**src/rtl/sgen_pkg.sv**
```systemverilog
// Shared types, constants and tables for the four-channel sound generator.
`default_nettype none
package sgen_pkg;

    localparam int unsigned LEN_TICKS = 4096;
    localparam int unsigned ENV_TICKS = 16384;
    localparam int unsigned LEN_W     = $clog2(LEN_TICKS) + 1;

    localparam logic [14:0] LFSR_SEED = 15'h7FFF;

    localparam logic [15:0] ADDR_SQ1_LO  = 16'hFF11;
    localparam logic [15:0] ADDR_SQ1_HI  = 16'hFF14;
    localparam logic [15:0] ADDR_SQ2_LO  = 16'hFF16;
    localparam logic [15:0] ADDR_SQ2_HI  = 16'hFF19;
    localparam logic [15:0] ADDR_WAV_LO  = 16'hFF1B;
    localparam logic [15:0] ADDR_WAV_HI  = 16'hFF1E;
    localparam logic [15:0] ADDR_NOI_LO  = 16'hFF20;
    localparam logic [15:0] ADDR_NOI_HI  = 16'hFF23;
    localparam logic [15:0] ADDR_PAN     = 16'hFF25;
    localparam logic [15:0] ADDR_MASTER  = 16'hFF26;
    localparam logic [15:0] ADDR_WRAM_LO = 16'hFF30;
    localparam logic [15:0] ADDR_WRAM_HI = 16'hFF3F;

    typedef enum logic [2:0] {
        REG_NONE = 3'd0,
        REG_LEN  = 3'd1,
        REG_ENV  = 3'd2,
        REG_FREQ = 3'd3,
        REG_CTRL = 3'd4
    } chan_reg_t;

    typedef enum logic [1:0] {
        DIR_NONE = 2'd0,
        DIR_UP   = 2'd1,
        DIR_DOWN = 2'd2
    } env_dir_t;

    typedef enum logic {
        ACT_TICK  = 1'b0,
        ACT_WRITE = 1'b1
    } action_t;

    typedef struct packed {
        logic [3:0] right_enable;
        logic [3:0] left_enable;
        logic [3:0] level_noise;
        logic [3:0] level_wave;
        logic [3:0] level_square_two;
        logic [3:0] level_square_one;
        logic [3:0] phase_bits;
    } result_t;

    function automatic logic duty_bit(input logic [1:0] duty, input logic [2:0] step);
        logic [7:0] pattern;
        begin
            case (duty)
                2'd0:    pattern = 8'b1000_0000;
                2'd1:    pattern = 8'b1000_0001;
                2'd2:    pattern = 8'b1110_0001;
                default: pattern = 8'b0111_1110;
            endcase
            duty_bit = pattern[step];
        end
    endfunction

endpackage
`default_nettype wire

```
**src/rtl/sgen_core.sv**
```systemverilog
// Channel state and single-pass update for ticks and register writes.
`default_nettype none
module sgen_core
    import sgen_pkg::*;
(
    input  wire logic        clk,
    input  wire logic        rst_n,
    input  wire logic        accept,
    input  wire logic        action,
    input  wire logic [15:0] address,
    input  wire logic [7:0]  data,
    output result_t          res_next
);

    logic [11:0]      tpos_reg [3];
    logic [11:0]      tpos_next [3];
    logic [10:0]      per_reg [3];
    logic [10:0]      per_next [3];
    logic [31:0]      npos_reg, npos_next;
    logic [17:0]      nper_reg, nper_next;
    logic [5:0]       step_reg [3];
    logic [5:0]       step_next [3];
    logic [3:0]       phase_reg, phase_next;
    logic [1:0]       duty_reg [2];
    logic [1:0]       duty_next [2];
    logic [3:0]       svol_reg [4];
    logic [3:0]       svol_next [4];
    logic [3:0]       vol_reg [4];
    logic [3:0]       vol_next [4];
    logic [LEN_W-1:0] lpos_reg [4];
    logic [LEN_W-1:0] lpos_next [4];
    logic [8:0]       lcnt_reg [4];
    logic [8:0]       lcnt_next [4];
    logic [8:0]       llim_reg [4];
    logic [8:0]       llim_next [4];
    logic [3:0]       len_en_reg, len_en_next;
    logic [31:0]      epos_reg [4];
    logic [31:0]      epos_next [4];
    logic [2:0]       pace_reg [4];
    logic [2:0]       pace_next [4];
    logic [1:0]       edir_reg [4];
    logic [1:0]       edir_next [4];
    logic [14:0]      lfsr_reg, lfsr_next;
    logic             short_reg, short_next;
    logic [7:0]       wram_reg [16];
    logic [7:0]       wram_next [16];
    logic [7:0]       pan_reg, pan_next;
    logic [7:0]       master_reg, master_next;

    logic             wr_hit;
    logic [1:0]       wr_ch;
    chan_reg_t        wr_sel;

    always_comb
    begin
        logic [15:0] off;
        wr_hit = 1'b0;
        wr_ch  = 2'd0;
        off    = 16'd0;
        if (address >= ADDR_SQ1_LO && address <= ADDR_SQ1_HI)
        begin
            wr_hit = 1'b1;
            wr_ch  = 2'd0;
            off    = address - (ADDR_SQ1_LO - 16'd1);
        end
        else if (address >= ADDR_SQ2_LO && address <= ADDR_SQ2_HI)
        begin
            wr_hit = 1'b1;
            wr_ch  = 2'd1;
            off    = address - (ADDR_SQ2_LO - 16'd1);
        end
        else if (address >= ADDR_WAV_LO && address <= ADDR_WAV_HI)
        begin
            wr_hit = 1'b1;
            wr_ch  = 2'd2;
            off    = address - (ADDR_WAV_LO - 16'd1);
        end
        else if (address >= ADDR_NOI_LO && address <= ADDR_NOI_HI)
        begin
            wr_hit = 1'b1;
            wr_ch  = 2'd3;
            off    = address - (ADDR_NOI_LO - 16'd1);
        end
        case (off[2:0])
            3'd1:    wr_sel = REG_LEN;
            3'd2:    wr_sel = REG_ENV;
            3'd3:    wr_sel = REG_FREQ;
            3'd4:    wr_sel = REG_CTRL;
            default: wr_sel = REG_NONE;
        endcase
    end

    always_comb
    begin
        logic [12:0] tp;
        logic [12:0] thr;
        logic [5:0]  st;
        logic [7:0]  wbyte;
        logic [3:0]  nib;
        logic [31:0] np;
        logic        fb;
        logic [14:0] r;
        logic [LEN_W:0] lp;
        logic [31:0] ep;
        logic [31:0] span;
        logic [1:0]  dir;
        logic [4:0]  np5;
        logic        on;

        tpos_next   = tpos_reg;
        per_next    = per_reg;
        npos_next   = npos_reg;
        nper_next   = nper_reg;
        step_next   = step_reg;
        phase_next  = phase_reg;
        duty_next   = duty_reg;
        svol_next   = svol_reg;
        vol_next    = vol_reg;
        lpos_next   = lpos_reg;
        lcnt_next   = lcnt_reg;
        llim_next   = llim_reg;
        len_en_next = len_en_reg;
        epos_next   = epos_reg;
        pace_next   = pace_reg;
        edir_next   = edir_reg;
        lfsr_next   = lfsr_reg;
        short_next  = short_reg;
        wram_next   = wram_reg;
        pan_next    = pan_reg;
        master_next = master_reg;
        tp = '0; thr = '0; st = '0; wbyte = '0; nib = '0; np = '0; fb = 1'b0;
        r = '0; lp = '0; ep = '0; span = '0; dir = '0; np5 = '0; on = 1'b0;

        if (accept && action == ACT_WRITE)
        begin
            if (address == ADDR_PAN)
                pan_next = data;
            else if (address == ADDR_MASTER)
                master_next = data;
            else if (address >= ADDR_WRAM_LO && address <= ADDR_WRAM_HI)
                wram_next[address[3:0]] = data;
            for (int c = 0; c < 4; c++)
            begin
                if (wr_hit && wr_ch == 2'(c))
                begin
                    case (wr_sel)
                        REG_LEN:
                        begin
                            if (c == 2)
                                llim_next[c] = 9'd256 - {1'b0, data};
                            else
                            begin
                                if (c < 2)
                                    duty_next[c[0]] = data[7:6];
                                llim_next[c] = 9'd64 - {3'b0, data[5:0]};
                            end
                        end
                        REG_ENV:
                        begin
                            if (c == 2)
                                svol_next[c] = {2'b0, data[6:5]};
                            else
                            begin
                                dir = data[3] ? DIR_UP : DIR_DOWN;
                                svol_next[c] = data[7:4];
                                edir_next[c] = dir;
                                if (pace_reg[c] == 3'd0)
                                    vol_next[c] = vol_reg[c] + ((dir == DIR_UP) ? 4'd1 : 4'd2);
                                else if (dir != edir_reg[c])
                                    vol_next[c] = 4'd0 - vol_reg[c];
                                pace_next[c] = data[2:0];
                            end
                        end
                        REG_FREQ:
                        begin
                            if (c == 3)
                            begin
                                np5 = {data[2:0], 2'b00};
                                if (np5 == 5'd0)
                                    np5 = 5'd2;
                                nper_next  = (data[7:4] < 4'd14) ?
                                             ({13'd0, np5} << data[7:4]) : 18'd0;
                                short_next = data[3];
                            end
                            else
                                per_next[c[1:0]] = {per_reg[c[1:0]][10:8], data};
                        end
                        REG_CTRL:
                        begin
                            if (c != 3)
                                per_next[c[1:0]] = {data[2:0], per_reg[c[1:0]][7:0]};
                            len_en_next[c] = data[6];
                            if (data[7])
                            begin
                                if (c == 3)
                                begin
                                    npos_next = '0;
                                    lfsr_next = LFSR_SEED;
                                end
                                else
                                    tpos_next[c[1:0]] = '0;
                                vol_next[c]  = svol_reg[c];
                                lpos_next[c] = '0;
                                lcnt_next[c] = '0;
                                epos_next[c] = '0;
                            end
                        end
                        default:
                        begin
                        end
                    endcase
                end
            end
        end
        else if (accept)
        begin
            for (int c = 0; c < 4; c++)
            begin
                lp = {1'b0, lpos_reg[c]} + (LEN_W+1)'(1);
                if (lp >= (LEN_W+1)'(LEN_TICKS))
                begin
                    lp = lp - (LEN_W+1)'(LEN_TICKS);
                    if (lcnt_reg[c] < llim_reg[c])
                        lcnt_next[c] = lcnt_reg[c] + 9'd1;
                end
                lpos_next[c] = lp[LEN_W-1:0];
                if (c != 2)
                begin
                    span = 32'(ENV_TICKS) * {29'd0, pace_reg[c]};
                    ep   = epos_reg[c] + 32'd1;
                    if (pace_reg[c] != 3'd0 && ep >= span)
                    begin
                        ep = ep - span;
                        if (edir_reg[c] == DIR_DOWN && vol_reg[c] > 4'd0)
                            vol_next[c] = vol_reg[c] - 4'd1;
                        else if (edir_reg[c] == DIR_UP && vol_reg[c] < 4'd15)
                            vol_next[c] = vol_reg[c] + 4'd1;
                    end
                    epos_next[c] = ep;
                end
            end
            for (int c = 0; c < 3; c++)
            begin
                tp  = {1'b0, tpos_reg[c]} + ((c == 2) ? 13'd2 : 13'd1);
                thr = 13'd2048 - {2'b0, per_reg[c]};
                if (tp >= thr)
                begin
                    tp = '0;
                    st = step_reg[c];
                    if (c == 2)
                    begin
                        if (st >= 6'd32)
                            st = '0;
                        wbyte = wram_reg[st[4:1]];
                        nib   = st[0] ? wbyte[3:0] : wbyte[7:4];
                        phase_next[c] = 1'b1;
                        case (svol_reg[2][1:0])
                            2'd0:    nib = 4'd0;
                            2'd2:    nib = nib >> 1;
                            2'd3:    nib = nib >> 2;
                            default: nib = nib;
                        endcase
                        vol_next[2] = nib;
                    end
                    else
                    begin
                        if (st >= 6'd8)
                            st = '0;
                        phase_next[c] = duty_bit(duty_reg[c[0]], st[2:0]);
                    end
                    step_next[c] = st + 6'd1;
                end
                tpos_next[c] = tp[11:0];
            end
            np = npos_reg + 32'd1;
            if (nper_reg != '0 && np >= {14'd0, nper_reg})
            begin
                np = '0;
                r  = lfsr_reg;
                fb = r[0] ^ r[1];
                phase_next[3] = ~r[0];
                r = {fb, r[14:1]};
                if (short_reg)
                    r[6] = r[14];
                lfsr_next = r;
            end
            npos_next = np;
        end

        res_next.phase_bits       = phase_next;
        res_next.level_square_one = vol_next[0];
        res_next.level_square_two = vol_next[1];
        res_next.level_wave       = vol_next[2];
        res_next.level_noise      = vol_next[3];
        for (int c = 0; c < 4; c++)
        begin
            on = !(len_en_next[c] && lcnt_next[c] == llim_next[c]) && master_next[7];
            res_next.left_enable[c]  = on && pan_next[c+4];
            res_next.right_enable[c] = on && pan_next[c];
        end
    end

    always_ff @(posedge clk or negedge rst_n)
    begin
        if (!rst_n)
        begin
            for (int c = 0; c < 3; c++)
            begin
                tpos_reg[c] <= '0;
                per_reg[c]  <= '0;
                step_reg[c] <= '0;
            end
            for (int c = 0; c < 2; c++)
                duty_reg[c] <= '0;
            for (int c = 0; c < 4; c++)
            begin
                svol_reg[c] <= '0;
                vol_reg[c]  <= '0;
                lpos_reg[c] <= '0;
                lcnt_reg[c] <= '0;
                llim_reg[c] <= '0;
                epos_reg[c] <= '0;
                pace_reg[c] <= '0;
                edir_reg[c] <= DIR_NONE;
            end
            for (int i = 0; i < 16; i++)
                wram_reg[i] <= '0;
            npos_reg   <= '0;
            nper_reg   <= '0;
            phase_reg  <= '0;
            len_en_reg <= '0;
            lfsr_reg   <= LFSR_SEED;
            short_reg  <= 1'b0;
            pan_reg    <= '0;
            master_reg <= '0;
        end
        else
        begin
            tpos_reg   <= tpos_next;
            per_reg    <= per_next;
            step_reg   <= step_next;
            duty_reg   <= duty_next;
            svol_reg   <= svol_next;
            vol_reg    <= vol_next;
            lpos_reg   <= lpos_next;
            lcnt_reg   <= lcnt_next;
            llim_reg   <= llim_next;
            epos_reg   <= epos_next;
            pace_reg   <= pace_next;
            edir_reg   <= edir_next;
            wram_reg   <= wram_next;
            npos_reg   <= npos_next;
            nper_reg   <= nper_next;
            phase_reg  <= phase_next;
            len_en_reg <= len_en_next;
            lfsr_reg   <= lfsr_next;
            short_reg  <= short_next;
            pan_reg    <= pan_next;
            master_reg <= master_next;
        end
    end

endmodule
`default_nettype wire

```
**src/rtl/four_channel_sound_generator.sv**
```systemverilog
// The result of an accepted request appears on the master side in the cycle after it is accepted.
// Throughput: one request per cycle while m_tready is high; the result register frees as it is taken.
// The channel update is a single combinational pass into the state and result registers.
// Reset: asynchronous, active low; channel state clears, noise LFSR loads 0x7FFF,
// wave RAM clears, and no result is pending.
`default_nettype none
module four_channel_sound_generator
    import sgen_pkg::*;
(
    input  wire logic        clk,
    input  wire logic        rst_n,
    input  wire logic        s_tvalid,
    output logic             s_tready,
    input  wire logic [23:0] s_tdata,   // address[15:0], data[23:16]
    input  wire logic        s_tuser,   // action
    output logic             m_tvalid,
    input  wire logic        m_tready,
    output logic [31:0]      m_tdata    // phase_bits, level_square_one, level_square_two,
                                        // level_wave, level_noise, left_enable,
                                        // right_enable, 4 bits each; zero pad
);

    logic    valid_reg;
    result_t res_reg;
    result_t res_next;
    logic    accept;

    assign s_tready = !valid_reg || m_tready;
    assign accept   = s_tvalid && s_tready;

    sgen_core u_core (
        .clk      (clk),
        .rst_n    (rst_n),
        .accept   (accept),
        .action   (s_tuser),
        .address  (s_tdata[15:0]),
        .data     (s_tdata[23:16]),
        .res_next (res_next)
    );

    always_ff @(posedge clk or negedge rst_n)
    begin
        if (!rst_n)
            valid_reg <= 1'b0;
        else if (accept)
            valid_reg <= 1'b1;
        else if (m_tready)
            valid_reg <= 1'b0;
    end

    always_ff @(posedge clk)
    begin
        if (accept)
            res_reg <= res_next;
    end

    assign m_tvalid = valid_reg;
    assign m_tdata  = {4'd0, res_reg};

endmodule
`default_nettype wire

```
**config.mk**
```make
export PLATFORM = sky130hd
export DESIGN_NAME = four_channel_sound_generator
export DESIGN_NICKNAME = d
export VERILOG_FILES = /design/src/rtl/sgen_pkg.sv /design/src/rtl/sgen_core.sv /design/src/rtl/four_channel_sound_generator.sv
export SDC_FILE = /design/constraint.sdc
export NUM_CORES = 2
export LEC_CHECK = 0
export ABC_AREA = 1
export ABC_CLOCK_PERIOD_IN_PS = 5200
export BUFFER_PORTS_ARGS = -buffer_cell sky130_fd_sc_hd__buf_2
export CAP_MARGIN = 20
export CORE_MARGIN = 3
export CORE_UTILIZATION = 45
export CTS_CLUSTER_SIZE = 8
export DETAILED_ROUTE_END_ITERATION = 8
export HOLD_SLACK_MARGIN = 0.1
export PLACE_DENSITY = 0.69
export SLEW_MARGIN = 20
export SYNTH_ARGS = -nofsm -noshare
export SYNTH_HDL_FRONTEND = slang
export SYNTH_HIERARCHICAL = 1
export SYNTH_SLANG_ARGS = --single-unit
```
**constraint.sdc**
```tcl
create_clock -name clk -period 5.2 [get_ports clk]
set_input_delay 1.56 -clock clk [delete_from_list [all_inputs] [get_ports clk]]
set_output_delay 1.56 -clock clk [all_outputs]
set_load 0.05 [all_outputs]
```
# ---- Yosys cells after proc, flatten, opt, wreduce, memory -nomap -nowiden
# Index checks and enable logic that the tools add are counted.
# Widths: inputs -> output; s select.
dict set report op_classes {
  addsub 46
  multipliers 0
  div 0
  n_lt_le_gt_ge 40
  eq_ne 39
  shifts 1
  n_mux 189
  bitwise_logic 9
  n_reduce_logical 82
}
# cell count
set ops {}
lappend ops {{$mux 32} 13}
lappend ops {{$mux 9} 28}
lappend ops {{$mux 36} 5}
lappend ops {{$mux 13} 10}
lappend ops {{$add 32x1->32 const B} 4}
lappend ops {{$bwmux 128} 1}
lappend ops {{$mux 64} 2}
lappend ops {{$mux 6} 21}
lappend ops {{$mux 4} 29}
lappend ops {{$mux 8} 14}
lappend ops {{$mux 52} 2}
lappend ops {{$ge 32x17->1} 3}
lappend ops {{$mux 12} 8}
lappend ops {{$sub 32x17->32} 3}
lappend ops {{$mux 15} 6}
lappend ops {{$ge 16x16->1 const B} 5}
lappend ops {{$le 16x16->1 const B} 5}
lappend ops {{$add 13x1->14 const B} 4}
lappend ops {{$ge 14x13->1 const B} 4}
lappend ops {{$sub 13x13->13 const B} 4}
lappend ops {{$pmux 8 s3} 2}
lappend ops {{$reduce_and 4->1} 11}
lappend ops {{$ge 13x13->1} 3}
lappend ops {{$sub 12x11->13 const A} 3}
lappend ops {{other kinds (59)} 216}
dict set report totals {
  reg_bits 603
  latchBits 0
  ram_bits 0
  mem_bits_ro 0
  inputBits 29
  out_inout_bits 34
  wordCells 482
  mem_count 0
}

# ---- Longest topological paths before layout
dict set report logic_depth {
  depth_word 17
  ltp_mapped 27
  depth_no_buf 26
}

# ---- By module
# The synthesis kept the hierarchy.
# module n_inst cells_per_inst area_per_inst_um2 seq_area_each_um2
set by_module_without_submodules {}
lappend by_module_without_submodules {sgen_core 1 4942 36018.3 14157.3}
lappend by_module_without_submodules {four_channel_sound_generator 1 39 919.6 865.8}

# ---- Least setup slack after synthesis
# OpenSTA, ideal clock, no wires.
dict set report synth_timing {
  path_kind {input to register}
  start {input s_tvalid}
  end {register res_reg (netlist bit m_tdata[21]) (data pin)}
  setup_time_ns 0.266
  arrival_time_ns 5.626
  t_required_ns 4.934
  path_slack_ns -0.693
  cell_stages 14
  path_buffers 2
  path_cell_list {inv_1 a21oi_1 clkinv_1 nor2_1 clkbuf_1 clkbuf_1 nand4_1 or2_2 nand2_1 nor2_1 nor2_1 nand3_1 nor2_1 nor3_1}
}
# item line
set synth_rtl {}
lappend synth_rtl {{start, declared} four_channel_sound_generator.sv:12} ;# input wire logic s_tvalid,
lappend synth_rtl {{end signal, assigned} four_channel_sound_generator.sv:54} ;# res_reg <= res_next;
lappend synth_rtl {{end, declared} four_channel_sound_generator.sv:24} ;# result_t res_reg;

==> impl_metrics.ini <==
[place]
portBuffers = 58
placed_cell_area_sq_um = 38510
dp_hpwl_mm = 72.95
dp_slack_ns = 0.3270
place_congestion = 0.9200
placedCellCount = 6011

[hold_path]
min_path_type = reg -> reg
min_path_cells = 1

[grt]
grt_util_met1 = 0.3265
grt-busiest-layer = met2
antenna_found_initial = 3
use_met2 = 0.3906
grt_pass1_vias = 32000
grt-ovfl-total = 0
grt_pass1_wl_mm = 167.1
grtUsageMet3 = 0.03260
grt_max_degree = 101
track_usage = 0.2383

[die]
die_x_um = 292.5
die_h_um = 292.5
start_util = 0.4564
boundaryPins = 63
rows = 104
die_area_sq_um = 85560
coreArea_sq_um = 80940

[yosys]
synth-async-reset-ratio = 0.9529
avgSynthCellArea_sq_um = 7.416
syn_area_sq_um = 36940
synth_edf_count = 28
ys_seq_area_frac = 0.4067
ys_ff_latch = 594
syn_inst = 4981
yosysWarnings = 6
netlist-cell-type-count = 68
ys.flop_type = dfrtp_1
synth_top_area_frac = 0.3733
synthTopCellsByArea = dfrtp_1 37%, nand2_1 12%, inv_1 7.1%
synth_top_area_cell = dfrtp_1

[setup_path]
r2r-end = m_tdata[9]
cp-endpoint = m_tdata[9]
rrSetupSlack_ns = 0.67
cp-end-kind = flip-flop
cp-startpoint = u_core/epos_reg[64]
critPathMaxFanout = 21
required_ns = 5.57
critical_path_class = reg -> reg
reg2reg_from = u_core/epos_reg[64]
worst-r2r-cell-count = 21
startpoint_type = flip-flop
worstPathArrival_ns = 4.90

[clocking]
cts_buffer_depth = 3
hold_buffers = 0
clock_sinks = 594
htree_levels = 3
clk_pin_slew_ns = 0.05
cts_buffers = 84
worst_skew_pair.late_latency_ns = 0.66
cts_setup_buffers = 0
cts_tree = done
cts_root_buffer = clkbuf_16
cts_resized = 0

[sta]
rsz0062_at_grt = no
finalSetupTns_ns = 0
tightest_slew_ns = 1.031
skew_ns = 0.05844
fin_ws_ns = 0.6684
relSlewSlack = 0.3121
period_share = 0.8715
period_minus_slack_ns = 4.532
finalHoldViolations = 0
clock.fmax_mhz = 220.7
setup_viol = 0
drv_slew = 0

[power_and_ir_drop]
power.density_nw_per_um2 = 406.4
clock_power_share = 0.305
p_switching_mw = 6.424
p_comb_frac = 0.327
swShare = 0.3864
ir_drop_mv = 0.3302
seqPwrFrac = 0.368
p_int_mw = 10.20
p_leak_nw = 19.74

[finish]
nets = 5217
stdcell_area_sq_um = 40910
largest_reg_flops = 128
stdcell_count = 6135
syn_to_final_growth_pct = 10.76
drive_gt1_frac = 0.06271
utilization = 0.5055

[route]
viasPerCell = 5.436
drtIter0Drc = 2972
dr.pass1.iters = 6
ant_nets = 0
wl_mm = 102.8
post-route-drc-count = 0
vias = 33350
wl_per_cell_um = 16.76

[run]
cap_violations = 0

[outcome]
status = completed
-- synth_stat cells (10+ instances only) --
library cell	number
xnor2_1	24
nor3_1	107
o22ai_1	87
nor2_1	494
inv_2	16
or2_2	14
dfstp_2	15
nand2_1	1146
o211ai_1	49
a21oi_1	166
nor2_2	11
o21ai_0	430
o21ai_1	24
xor2_1	180
edfxtp_1	28
ha_1	145
inv_1	697
o32ai_1	30
nand4_1	100
dfrtp_1	551
buf_1	10
nor4_1	43
buf_2	15
nand3_1	312
nand3b_1	22
clkbuf_1	117
-- critical path, cell delays in order (launching register included) --
cell	delay (ns)
dfrtp_1	0.45
inv_1	0.10
nor3_4	0.20
nand4_1	0.19
nor2_1	0.20
inv_1	0.10
nor2_1	0.20
xor2_1	0.28
inv_1	0.10
ha_1	0.34
and3_1	0.18
nand4_1	0.12
nor4_1	0.31
and3b_1	0.24
nand3_1	0.07
nand2_1	0.23
nand2_1	0.08
buf_4	0.23
nor2_1	0.28
nand3_1	0.12
nand3_1	0.10
nand2_1	0.14
-- layout make-up --
cell class	count	area, sq um
Tap cell	1060	1326
Timing Repair Buffer	123	875.8
Fill cell	7910	40030
Clock buffer	113	2221
Antenna cell	4	10.01
Sequential cell	594	15020
Inverter	722	2710
Clock inverter	7	168.9
Multi-Input combinational cell	3512	18580
-- worst min-delay path by stage --
stage,startpoint,endpoint,slack (ns)
final,u_core/phase_reg[2],u_core/phase_reg[2],0.45
after global routing,u_core/phase_reg[2],u_core/phase_reg[2],0.48
after CTS,u_core/phase_reg[2],u_core/phase_reg[2],0.46
after detailed placement,u_core/phase_reg[2],u_core/phase_reg[2],0.44
after global placement,u_core/phase_reg[2],u_core/phase_reg[2],0.44
after floorplan,u_core/phase_reg[2],u_core/phase_reg[2],0.42
-- stage by stage --
stage | power, mW | hold WS [ns]
after detailed placement | 11.53 | 0.4352
after CTS | 16.71 | 0.4553
after floorplan | 10.04 | 0.4236
final | 16.63 | 0.4513
after global routing | 17.78 | 0.4761
after global placement | 11.43 | 0.4373
-- metal layers --
metal  vias to the layer above  part of all wire
met5                         -                 0
met1                     15750              0.46
li1                      16420                 -
met2                       976              0.46
met3                       207             0.057
met4                         0             0.032
-- logic make-up after synthesis --
| group | after synthesis | share of synthesized area |
|---|---|---|
| AO/OA/AOI/OAI | 847 | 0.1299 |
| XOR/XNOR | 204 | 0.04837 |
| adder cells (fa/ha/maj) | 151 | 0.05237 |
| buffers and inverters | 878 | 0.09166 |
| flip-flops | 594 | 0.4067 |
| multiplexers | 9 | 0.002439 |
| other | 1 | 0.0001015 |
| AND/OR/NAND/NOR | 2297 | 0.2684 |
-- power groups by stage --
stage | Clock [mW] | Combinational (mW) | Sequential (mW)
6_report | 5.08 | 5.44 | 6.11
5_1_grt | 5.39 | 6.18 | 6.21
4_1_cts | 5.21 | 5.41 | 6.10
3_5_place_dp | 0 | 5.38 | 6.15
3_3_place_gp | 0 | 5.28 | 6.15
2_1_floorplan | 0 | 3.98 | 6.05
-- layout by cell type (no fill, tap or decap), types with 28 or more instances in the layout --
master / n
inv_1: 697
nor2_1: 491
ha_1: 145
buf_4: 58
dfrtp_1: 551
nor3_1: 107
o21ai_0: 430
buf_2: 57
edfxtp_1: 28
nand4_1: 100
o22ai_1: 87
clkbuf_16: 84
o32ai_1: 30
o211ai_1: 49
nor4_1: 43
nand3_1: 312
a21oi_1: 165
xor2_1: 180
nand2_1: 1145
clkbuf_1: 28
Power figures use the tool's default switching activity.
